## src/rtl/midell_pkg.sv

```systemverilog
`default_nettype none

package midell_pkg;

  // default field widths
  localparam int MIDELL_RADIUS_W = 10;
  localparam int MIDELL_COORD_W  = 12;

  // command codes
  localparam logic CMD_START = 1'b0;
  localparam logic CMD_STEP  = 1'b1;

  // sequencer states
  typedef enum logic [14:0] {
    ST_IDLE = 15'b000000000000001,
    ST_RX2  = 15'b000000000000010,
    ST_RY2  = 15'b000000000000100,
    ST_KA   = 15'b000000000001000,
    ST_KB   = 15'b000000000010000,
    ST_KC   = 15'b000000000100000,
    ST_P2   = 15'b000000001000000,
    ST_TST  = 15'b000000010000000,
    ST_B2   = 15'b000000100000000,
    ST_M1   = 15'b000001000000000,
    ST_M2   = 15'b000010000000000,
    ST_DV   = 15'b000100000000000,
    ST_DV2  = 15'b001000000000000,
    ST_UPD  = 15'b010000000000000,
    ST_ACC  = 15'b100000000000000
  } midell_state_t;

endpackage

`default_nettype wire

```

## src/rtl/midell_mul.sv

```systemverilog
`default_nettype none

module midell_mul #(
  parameter int A_WIDTH = 25,
  parameter int B_WIDTH = 21
) (
  input  wire logic                               clk,
  input  wire logic signed [A_WIDTH-1:0]          mul_a,
  input  wire logic signed [B_WIDTH-1:0]          mul_b,
  output      logic signed [A_WIDTH+B_WIDTH-1:0]  prod_r
);

  // one signed product per cycle, registered
  always_ff @(posedge clk) begin
    prod_r <= mul_a * mul_b;
  end

endmodule

`default_nettype wire

```

## src/rtl/midell_ctrl.sv

```systemverilog
`default_nettype none

module midell_ctrl import midell_pkg::*; #(
  parameter int RADIUS_WIDTH = MIDELL_RADIUS_W,
  parameter int COORD_WIDTH  = MIDELL_COORD_W
) (
  input  wire logic                          clk,
  input  wire logic                          rst_n,
  input  wire logic                          in_valid,
  output      logic                          in_stall,
  input  wire logic                          in_command,
  input  wire logic [RADIUS_WIDTH-1:0]       in_center_x,
  input  wire logic [RADIUS_WIDTH-1:0]       in_center_y,
  input  wire logic [RADIUS_WIDTH-1:0]       in_radius_x,
  input  wire logic [RADIUS_WIDTH-1:0]       in_radius_y,
  input  wire logic                          out_free,
  output      logic                          emit,
  output      logic signed [COORD_WIDTH-1:0] pt_right_x,
  output      logic signed [COORD_WIDTH-1:0] pt_left_x,
  output      logic signed [COORD_WIDTH-1:0] pt_upper_y,
  output      logic signed [COORD_WIDTH-1:0] pt_lower_y,
  output      logic                          pt_last
);

  localparam int RW  = RADIUS_WIDTH;
  localparam int CW  = COORD_WIDTH;
  localparam int XW  = RW + 1;
  localparam int YW  = RW + 2;
  localparam int SQW = 2 * RW;
  localparam int MA  = 2 * RW + 5;
  localparam int MB  = 2 * RW + 1;
  localparam int PW  = MA + MB;
  localparam int DW  = 4 * RW + 8;
  localparam int SW  = (CW > RW + 3) ? CW : RW + 3;

  midell_state_t state_r, state_nxt;

  logic                 busy_r, busy_nxt;
  logic                 region2_r, region2_nxt;
  logic [XW-1:0]        x_r, x_nxt;
  logic signed [YW-1:0] y_r, y_nxt;
  logic signed [DW-1:0] dec_r, dec_nxt;
  logic [RW-1:0]        cx_r, cx_nxt;
  logic [RW-1:0]        cy_r, cy_nxt;
  logic [RW-1:0]        rx_r, rx_nxt;
  logic [RW-1:0]        ry_r, ry_nxt;
  logic [SQW-1:0]       rx2_r, rx2_nxt;
  logic [SQW-1:0]       ry2_r, ry2_nxt;
  logic [2*SQW-1:0]     k_r, k_nxt;
  logic signed [PW-1:0] p1_r, p1_nxt;
  logic signed [DW-1:0] u_r, u_nxt;
  logic signed [DW-1:0] v_r, v_nxt;
  logic [MA-1:0]        t1_r, t1_nxt;
  logic signed [DW-1:0] acc_r, acc_nxt;
  logic signed [DW-1:0] delta_r, delta_nxt;

  logic signed [MA-1:0] mul_a;
  logic signed [MB-1:0] mul_b;
  logic signed [PW-1:0] prod_r;

  logic signed [DW-1:0] prod_w, p1_w, rx2_w, ry2_w, k_w;
  logic signed [YW:0]   ym1;
  logic signed [SW-1:0] cx_e, cy_e, x_e, y_e;
  logic                 in_accept;
  logic                 to_region2;
  logic                 dec_neg, dec_pos;
  logic                 round_up;
  logic                 use_u, use_v;

  midell_mul #(
    .A_WIDTH (MA),
    .B_WIDTH (MB)
  ) u_mul (
    .clk    (clk),
    .mul_a  (mul_a),
    .mul_b  (mul_b),
    .prod_r (prod_r)
  );

  assign in_stall  = (state_r != ST_IDLE);
  assign in_accept = in_valid && !in_stall;

  assign prod_w = {{(DW-PW){prod_r[PW-1]}}, prod_r};
  assign p1_w   = {{(DW-PW){p1_r[PW-1]}}, p1_r};
  assign rx2_w  = $signed({{(DW-SQW){1'b0}}, rx2_r});
  assign ry2_w  = $signed({{(DW-SQW){1'b0}}, ry2_r});
  assign k_w    = $signed({{(DW-2*SQW){1'b0}}, k_r});

  assign ym1 = $signed({y_r[YW-1], y_r}) - $signed((YW+1)'(1));

  assign to_region2 = !region2_r && !(p1_r < prod_r);
  assign dec_neg    = dec_r[DW-1];
  assign dec_pos    = !dec_r[DW-1] && (dec_r != '0);
  assign round_up   = acc_r[DW-1] && (acc_r[1:0] != 2'b00);

  // point set from the offsets before this step
  assign cx_e = $signed({{(SW-RW){1'b0}}, cx_r});
  assign cy_e = $signed({{(SW-RW){1'b0}}, cy_r});
  assign x_e  = $signed({{(SW-XW){1'b0}}, x_r});
  assign y_e  = {{(SW-YW){y_r[YW-1]}}, y_r};

  always_comb begin
    logic signed [SW-1:0] s_rx, s_lx, s_uy, s_ly;
    s_rx = cx_e + x_e;
    s_lx = cx_e - x_e;
    s_uy = cy_e - y_e;
    s_ly = cy_e + y_e;
    pt_right_x = s_rx[CW-1:0];
    pt_left_x  = s_lx[CW-1:0];
    pt_upper_y = s_uy[CW-1:0];
    pt_lower_y = s_ly[CW-1:0];
  end

  assign pt_last = region2_r && ym1[YW];

  // shared multiplier operand select
  always_comb begin
    mul_a = $signed({{(MA-XW){1'b0}}, x_r});
    mul_b = $signed({1'b0, ry2_r});
    case (state_r)
      ST_RX2: begin
        mul_a = $signed({{(MA-RW){1'b0}}, rx_r});
        mul_b = $signed({{(MB-RW){1'b0}}, rx_r});
      end
      ST_RY2: begin
        mul_a = $signed({{(MA-RW){1'b0}}, ry_r});
        mul_b = $signed({{(MB-RW){1'b0}}, ry_r});
      end
      ST_KA: begin
        mul_a = $signed({{(MA-SQW){1'b0}}, rx2_r});
        mul_b = $signed({{(MB-RW){1'b0}}, ry_r});
      end
      ST_KB: begin
        mul_a = $signed({{(MA-SQW){1'b0}}, rx2_r});
        mul_b = $signed({1'b0, ry2_r});
      end
      ST_P2: begin
        mul_a = {{(MA-YW){y_r[YW-1]}}, y_r};
        mul_b = $signed({1'b0, rx2_r});
      end
      ST_TST: begin
        mul_a = $signed({{(MA-XW-1){1'b0}}, x_r, 1'b1});
        mul_b = $signed({{(MB-XW-1){1'b0}}, x_r, 1'b1});
      end
      ST_B2: begin
        mul_a = {{(MA-YW-1){ym1[YW]}}, ym1};
        mul_b = {{(MB-YW-1){ym1[YW]}}, ym1};
      end
      ST_M1: begin
        mul_a = $signed(t1_r);
        mul_b = $signed({1'b0, ry2_r});
      end
      ST_M2: begin
        mul_a = $signed(t1_r);
        mul_b = $signed({1'b0, rx2_r});
      end
      default: begin
        mul_a = $signed({{(MA-XW){1'b0}}, x_r});
        mul_b = $signed({1'b0, ry2_r});
      end
    endcase
  end

  // sequencer and datapath
  always_comb begin
    state_nxt   = state_r;
    busy_nxt    = busy_r;
    region2_nxt = region2_r;
    x_nxt       = x_r;
    y_nxt       = y_r;
    dec_nxt     = dec_r;
    cx_nxt      = cx_r;
    cy_nxt      = cy_r;
    rx_nxt      = rx_r;
    ry_nxt      = ry_r;
    rx2_nxt     = rx2_r;
    ry2_nxt     = ry2_r;
    k_nxt       = k_r;
    p1_nxt      = p1_r;
    u_nxt       = u_r;
    v_nxt       = v_r;
    t1_nxt      = t1_r;
    acc_nxt     = acc_r;
    delta_nxt   = delta_r;
    emit        = 1'b0;
    use_u       = 1'b0;
    use_v       = 1'b0;

    case (state_r)
      ST_IDLE: begin
        if (in_accept) begin
          if (in_command == CMD_START) begin
            cx_nxt      = in_center_x;
            cy_nxt      = in_center_y;
            rx_nxt      = in_radius_x;
            ry_nxt      = in_radius_y;
            x_nxt       = '0;
            y_nxt       = $signed({2'b00, in_radius_y});
            region2_nxt = 1'b0;
            busy_nxt    = 1'b1;
            state_nxt   = ST_RX2;
          end else if (in_command == CMD_STEP && busy_r) begin
            // x * ry^2 is already on its way out of the multiplier
            state_nxt = ST_P2;
          end
        end
      end
      ST_RX2: state_nxt = ST_RY2;
      ST_RY2: begin
        rx2_nxt   = prod_r[SQW-1:0];
        state_nxt = ST_KA;
      end
      ST_KA: begin
        ry2_nxt   = prod_r[SQW-1:0];
        state_nxt = ST_KB;
      end
      ST_KB: begin
        // region-1 start value
        dec_nxt   = ry2_w - prod_w + $signed({{(DW-SQW+2){1'b0}}, rx2_r[SQW-1:2]});
        state_nxt = ST_KC;
      end
      ST_KC: begin
        k_nxt     = prod_r[2*SQW-1:0];
        state_nxt = ST_IDLE;
      end
      ST_P2: begin
        p1_nxt    = prod_r;
        state_nxt = ST_TST;
      end
      ST_TST: begin
        // slope test, and the doubled products of the new offsets
        u_nxt     = (p1_w + ry2_w) <<< 1;
        v_nxt     = (prod_w - rx2_w) <<< 1;
        state_nxt = to_region2 ? ST_B2 : ST_UPD;
      end
      ST_B2: begin
        t1_nxt    = prod_r[MA-1:0];
        state_nxt = ST_M1;
      end
      ST_M1: begin
        t1_nxt    = prod_r[MA-1:0];
        state_nxt = ST_M2;
      end
      ST_M2: begin
        acc_nxt   = prod_w - (k_w <<< 2);
        state_nxt = ST_DV;
      end
      ST_DV: begin
        acc_nxt   = acc_r + (prod_w <<< 2);
        state_nxt = ST_DV2;
      end
      ST_DV2: begin
        // divide by four, truncating toward zero
        dec_nxt     = (acc_r >>> 2) + $signed({{(DW-1){1'b0}}, round_up});
        region2_nxt = 1'b1;
        state_nxt   = ST_UPD;
      end
      ST_UPD: begin
        if (out_free) begin
          emit = 1'b1;
          if (!region2_r) begin
            use_u = 1'b1;
            use_v = !dec_neg;
            x_nxt = x_r + XW'(1);
            if (!dec_neg) begin
              y_nxt = ym1[YW-1:0];
            end
          end else begin
            use_u = !dec_pos;
            use_v = 1'b1;
            y_nxt = ym1[YW-1:0];
            if (!dec_pos) begin
              x_nxt = x_r + XW'(1);
            end
            if (ym1[YW]) begin
              busy_nxt = 1'b0;
            end
          end
          delta_nxt = (use_u ? u_r : '0) - (use_v ? v_r : '0)
                      + (region2_r ? rx2_w : ry2_w);
          state_nxt = ST_ACC;
        end
      end
      ST_ACC: begin
        dec_nxt   = dec_r + delta_r;
        state_nxt = ST_IDLE;
      end
      default: state_nxt = ST_IDLE;
    endcase
  end

  always_ff @(posedge clk) begin
    if (!rst_n) begin
      state_r   <= ST_IDLE;
      busy_r    <= 1'b0;
      region2_r <= 1'b0;
      x_r       <= '0;
      y_r       <= '0;
      dec_r     <= '0;
      cx_r      <= '0;
      cy_r      <= '0;
      rx_r      <= '0;
      ry_r      <= '0;
      rx2_r     <= '0;
      ry2_r     <= '0;
      k_r       <= '0;
    end else begin
      state_r   <= state_nxt;
      busy_r    <= busy_nxt;
      region2_r <= region2_nxt;
      x_r       <= x_nxt;
      y_r       <= y_nxt;
      dec_r     <= dec_nxt;
      cx_r      <= cx_nxt;
      cy_r      <= cy_nxt;
      rx_r      <= rx_nxt;
      ry_r      <= ry_nxt;
      rx2_r     <= rx2_nxt;
      ry2_r     <= ry2_nxt;
      k_r       <= k_nxt;
    end
  end

  always_ff @(posedge clk) begin
    p1_r    <= p1_nxt;
    u_r     <= u_nxt;
    v_r     <= v_nxt;
    t1_r    <= t1_nxt;
    acc_r   <= acc_nxt;
    delta_r <= delta_nxt;
  end

`ifndef SYNTHESIS
  a_emit_then_acc: assert property (@(posedge clk) disable iff (!rst_n)
    emit |=> (state_r == ST_ACC))
    else $error("point set emitted without moving to the accumulate step");

  a_last_ends_run: assert property (@(posedge clk) disable iff (!rst_n)
    (emit && pt_last) |=> !busy_r)
    else $error("final point set did not end the ellipse");

  a_region2_only_cleared_on_start: assert property (@(posedge clk) disable iff (!rst_n)
    $fell(region2_r) |-> $past(in_accept && (in_command == CMD_START)))
    else $error("region two left without a start word");

  a_region2_entry_path: assert property (@(posedge clk) disable iff (!rst_n)
    $rose(region2_r) |-> ($past(state_r) == ST_DV2))
    else $error("region two entered outside the switch sequence");
`endif

endmodule

`default_nettype wire

```

## src/rtl/midpoint_ellipse_rasterizer_unit.sv

```systemverilog
// start word: input stalled through the multiplier steps RX2, RY2, KA, KB and KC; no result
// step word: P2, TST, UPD (holds until the output register is free, then emits), ACC
// step word that crosses into region 2: B2, M1, M2, DV and DV2 come between TST and UPD
// all products go through one shared registered multiplier; next word taken back in IDLE
// synchronous active-low reset clears the sequencer, run state and output valid
`default_nettype none

module midpoint_ellipse_rasterizer_unit import midell_pkg::*; #(
  parameter int RADIUS_WIDTH = MIDELL_RADIUS_W,
  parameter int COORD_WIDTH  = MIDELL_COORD_W
) (
  input  wire logic                          clk,
  input  wire logic                          rst_n,
  // command words
  input  wire logic                          in_valid,
  output      logic                          in_stall,
  input  wire logic                          in_command,
  input  wire logic [RADIUS_WIDTH-1:0]       in_center_x,
  input  wire logic [RADIUS_WIDTH-1:0]       in_center_y,
  input  wire logic [RADIUS_WIDTH-1:0]       in_radius_x,
  input  wire logic [RADIUS_WIDTH-1:0]       in_radius_y,
  // point-set words
  output      logic                          out_valid,
  input  wire logic                          out_stall,
  output      logic signed [COORD_WIDTH-1:0] out_right_x,
  output      logic signed [COORD_WIDTH-1:0] out_left_x,
  output      logic signed [COORD_WIDTH-1:0] out_upper_y,
  output      logic signed [COORD_WIDTH-1:0] out_lower_y,
  output      logic                          out_last
);

  logic                          out_valid_r, out_valid_nxt;
  logic signed [COORD_WIDTH-1:0] right_x_r, left_x_r, upper_y_r, lower_y_r;
  logic                          last_r;

  logic                          out_free;
  logic                          emit;
  logic signed [COORD_WIDTH-1:0] pt_right_x, pt_left_x, pt_upper_y, pt_lower_y;
  logic                          pt_last;

  // the output register frees up in the same cycle its word is taken
  assign out_free = !out_valid_r || !out_stall;

  // sequencer, datapath and the shared multiplier
  midell_ctrl #(
    .RADIUS_WIDTH (RADIUS_WIDTH),
    .COORD_WIDTH  (COORD_WIDTH)
  ) u_ctrl (
    .clk         (clk),
    .rst_n       (rst_n),
    .in_valid    (in_valid),
    .in_stall    (in_stall),
    .in_command  (in_command),
    .in_center_x (in_center_x),
    .in_center_y (in_center_y),
    .in_radius_x (in_radius_x),
    .in_radius_y (in_radius_y),
    .out_free    (out_free),
    .emit        (emit),
    .pt_right_x  (pt_right_x),
    .pt_left_x   (pt_left_x),
    .pt_upper_y  (pt_upper_y),
    .pt_lower_y  (pt_lower_y),
    .pt_last     (pt_last)
  );

  always_comb begin
    out_valid_nxt = out_valid_r;
    if (emit) begin
      out_valid_nxt = 1'b1;
    end else if (!out_stall) begin
      out_valid_nxt = 1'b0;
    end
  end

  always_ff @(posedge clk) begin
    if (!rst_n) begin
      out_valid_r <= 1'b0;
    end else begin
      out_valid_r <= out_valid_nxt;
    end
  end

  // payload held while the word waits
  always_ff @(posedge clk) begin
    if (emit) begin
      right_x_r <= pt_right_x;
      left_x_r  <= pt_left_x;
      upper_y_r <= pt_upper_y;
      lower_y_r <= pt_lower_y;
      last_r    <= pt_last;
    end
  end

  assign out_valid   = out_valid_r;
  assign out_right_x = right_x_r;
  assign out_left_x  = left_x_r;
  assign out_upper_y = upper_y_r;
  assign out_lower_y = lower_y_r;
  assign out_last    = last_r;

endmodule

`default_nettype wire

```

## config.mk

```make
export PLATFORM = sky130hd
export DESIGN_NAME = midpoint_ellipse_rasterizer_unit
export DESIGN_NICKNAME = d
export VERILOG_FILES = /design/src/rtl/midell_pkg.sv /design/src/rtl/midell_mul.sv /design/src/rtl/midell_ctrl.sv /design/src/rtl/midpoint_ellipse_rasterizer_unit.sv
export SDC_FILE = /design/constraint.sdc
export NUM_CORES = 2
export LEC_CHECK = 0
export BUFFER_PORTS_ARGS = -buffer_cell sky130_fd_sc_hd__buf_2
export CORE_MARGIN = 2
export CORE_UTILIZATION = 62
export CTS_BUF_LIST = sky130_fd_sc_hd__clkbuf_8
export CTS_CLUSTER_DIAMETER = 50
export DETAILED_ROUTE_END_ITERATION = 7
export GPL_TIMING_DRIVEN = 0
export PLACE_DENSITY = 0.81
export SETUP_SLACK_MARGIN = 0.2
export SLEW_MARGIN = 0
export SYNTH_ARGS = -nofsm -noshare
export SYNTH_HDL_FRONTEND = slang
export SYNTH_HIERARCHICAL = 1
export SYNTH_SLANG_ARGS = --single-unit
```

## constraint.sdc

```tcl
create_clock -name clk -period 34.9 [get_ports clk]
set_clock_uncertainty 0.1 [all_clocks]
set_input_delay 1.745 -clock clk [delete_from_list [all_inputs] [get_ports clk]]
set_output_delay 1.745 -clock clk [all_outputs]
set_load 0.05 [all_outputs]
```

==> results.ini <==
[critical_path]
slowest_delay_ns = 1.14
critical_path_class = flop to flop
worstPathArrival_ns = 12.89
crit_top_cell = fa_1
reg2reg_from = u_ctrl/state_r[2]
reg2reg_slack_ns = 22.53
critPathMaxFanout = 41
cp.required_ns = 35.42
critPathBufInv = 8
end_kind = flop
start_kind = flop
reg2reg_to = u_ctrl/u_mul/prod_r[43]
critPathTopFamily = adder cells
r2r_cells = 32
critical_path.slowest_cell = a31oi_1

[grt]
grt_first_pass_wirelength_um = 295000
grt_max_degree = 64
grt_util_met2_pct = 62.9
grt.total_usage_pct = 39.7
overflow = 0
grt_pass1_vias = 50700
grt_use_met1_pct = 51.6
top_usage_layer = met2
use_met3_pct = 8.08
antenna_found_initial = 7

[synthesis]
synth.most_common_cell = inv_1
synth-edff-count = 310
yosysTopAreaCell = fa_1
yosys_warnings = 6
synth_area_um2 = 58900
ys_ff_latch = 565
async_flop_share_pct = 0
synth_area_leaders = fa_1 (20%), edfxtp_1 (16%), ha_1 (10%)
avgSynthCellArea_um2 = 8.82
synth-seq-area-share_pct = 24.5
syn_nets = 7785
synth.top_cell.area_share_pct = 19.8
synth_commonest_cells = inv_1 (909), nand2_1 (871), fa_1 (582), a21oi_1 (498), ha_1 (476)
synthDistinctLibCells = 103
synthFlopType = edfxtp_1
synthCells = 6682

[pwr]
pwr-share-clk_pct = 45.4
total_power_w = 0.00154
p_leak_nw = 28.5
power_frac_seq_pct = 46.4
internal_power_w = 0.00113
power_frac_comb_pct = 8.2
switching_share_pct = 26.6
irDropWorstVdd_v = 0.0000284
powerDensity_nw_per_um2 = 24.2
p_sw_w = 0.000409

[drt]
first_iter_violations = 5346
wl_um = 197000
vias_per_cell = 6.20
num_vias = 51200
first_pass_iters = 8
drc = 10
wl_per_cell_um = 23.8
postRouteAntennaNets = 0

[sta]
layout_setup_ws_ns = 22.53
finalSetupViolations = 0
hold_viol_final = 0
tightestPinTransition_ns = 1.54
rsz0062_at_grt = no
period_needed_ns = 12.37
slew_headroom_pct = -2.38
fin_crit_sh_pct = 35.4
setup_tns_ns = 0
max_freq_mhz = 80.9
slew_viol_final = 22

[cells_and_area]
final_layout_size_suffix_gt1_share_pct = 5.24
register_area_um2 = 14400
areaGrowthSynthToFinish_pct = 7.84
finish.utilization_pct = 67.2
stdcell_count = 8255
fillers = 7747
multi_input_area_um2 = 40100
fin_nets = 8001

[floorplan]
io_pins = 96
row_count = 113
start_util_pct = 62.3
core_area_um2 = 94600
fp.dieH_um = 312
die_w_um = 312
dieArea_um2 = 97500

[worst_hold_path]
min_to = u_ctrl/k_r[37]
worstHoldStart = u_ctrl/k_r[37]
hold_path_class = flop to flop
holdPathStages = 2

[place]
port-buffer-count = 95
hpwl_um = 159000
dp_slack_ns = 23.06
placed_cells = 8059
gp_congestion = 1.02

[clocking]
clk_latency_ns = 0.79
cts_root_buf = clkbuf_8
h-tree-depth = 3
path_clk_slew_ns = 0.06
cts_sinks = 565
cts_resized = 0
clockBufferDepth = 3
postCtsSetupRepairBufs = 0
hold_buffers = 0
cts_buffers = 102
cts_tree = yes

[status]
violations = design-rule violations, max-capacitance violations, max-slew violations
status = finished, violations left

[flow_run]
drv_cap = 2

[worst min-delay path: cells and delay by family, from the launching register on]
family / cells / cell delay (ns)
flops: 1 / 0.30
simple gates: 1 / 0.05
compound gates: 1 / 0.05
[through the flow]
stage	instance area, um^2	hold WS, ns
2_1_floorplan	58900	0.306
3_3_place_gp	61000	0.331
3_5_place_dp	61300	0.343
4_1_cts	63500	0.351
5_1_grt	63600	0.365
6_report	63600	0.350
[flip-flops by register name (all words and copies together) (netlist names), 15 cells and up]
signal	cells
u_ctrl/state_r	15
u_ctrl/k_r	40
u_ctrl/t1_r	25
u_ctrl/ry2_r	20
u_ctrl/dec_r	48
u_ctrl/u_mul/prod_r	46
u_ctrl/p1_r	46
u_ctrl/v_r	47
u_ctrl/delta_r	48
u_ctrl/rx2_r	20
u_ctrl/u_r	47
u_ctrl/acc_r	48
[layer usage]
metal	routed length (um)	up-vias
met5	17	-
met4	11800	2
met1	74200	24800
met3	21700	660
met2	89000	2893
li1	-	22900
[cell usage in the layout, fill, tap and decap left out, types with 24 or more instances in the layout]
cell / synthesis / final
inv_1: 909 / 929
mux2i_1: 26 / 26
a211oi_1: 35 / 35
and3_1: 58 / 58
o21ai_0: 287 / 279
a22oi_1: 45 / 45
o21a_1: 39 / 39
nor2b_1: 44 / 44
nand4_1: 58 / 58
a21o_1: 141 / 141
buf_2: 10 / 105
nand3_1: 114 / 114
nor3_1: 66 / 66
nand2_1: 871 / 870
o21bai_1: 51 / 51
a221oi_1: 24 / 24
nand2b_1: 57 / 57
nor2_1: 334 / 334
fa_1: 582 / 582
nor4_1: 33 / 32
a31oi_1: 43 / 42
and2_1: 297 / 297
clkbuf_1: 237 / 235
or3_1: 26 / 26
xor2_1: 123 / 123
edfxtp_1: 310 / 310
a21oi_1: 498 / 498
xnor2_1: 285 / 285
o211ai_1: 31 / 31
clkbuf_8: 0 / 118
dfxtp_1: 255 / 255
ha_1: 476 / 476
[cells by family after synthesis]
family / Yosys count / synth area share (%)
and+or+nand+nor: 2039 / 16.4
AOI/OAI and AO/OA: 1410 / 15.2
DFF: 565 / 24.5
buffers and inverters: 1176 / 7.55
xor gates and xnor gates: 408 / 6.06
adders and majority gates: 1058 / 29.9
muxes: 26 / 0.442
[worst max-delay path by stage]
stage	from	endpoint	cells past startpoint
finish	u_ctrl/state_r[2]	u_ctrl/u_mul/prod_r[43]	32
global route	u_ctrl/state_r[2]	u_ctrl/u_mul/prod_r[43]	31
CTS	u_ctrl/state_r[2]	u_ctrl/u_mul/prod_r[43]	32
global placement	u_ctrl/state_r[2]	u_ctrl/u_mul/prod_r[43]	32
floorplan	u_ctrl/state_r[2]	u_ctrl/u_mul/prod_r[43]	31
detailed placement	u_ctrl/state_r[2]	u_ctrl/u_mul/prod_r[43]	32
[area by class of cell]
cell class	instances	area share (%)
inverters	915	5.41
flip-flops and latches	565	22.7
repair buffers	112	1.07
clock buffers	118	2.56
multi-input cells	4941	63.1
well taps	1265	2.49
clock inverters	75	1.05
diodes	3	0.0118
plain buffers	261	1.61
[power by group through the flow]
| stage | Clock (W) | Combinational, W | Sequential (W) |
|---|---|---|---|
| floorplan | 0 | 0.0000821 | 0.000723 |
| global placement | 0 | 0.000119 | 0.000726 |
| detailed placement | 0 | 0.000120 | 0.000726 |
| CTS | 0.000703 | 0.000121 | 0.000711 |
| global route | 0.000732 | 0.000134 | 0.000712 |
| finish | 0.000698 | 0.000126 | 0.000712 |
(Power assumes the default switching activity.)
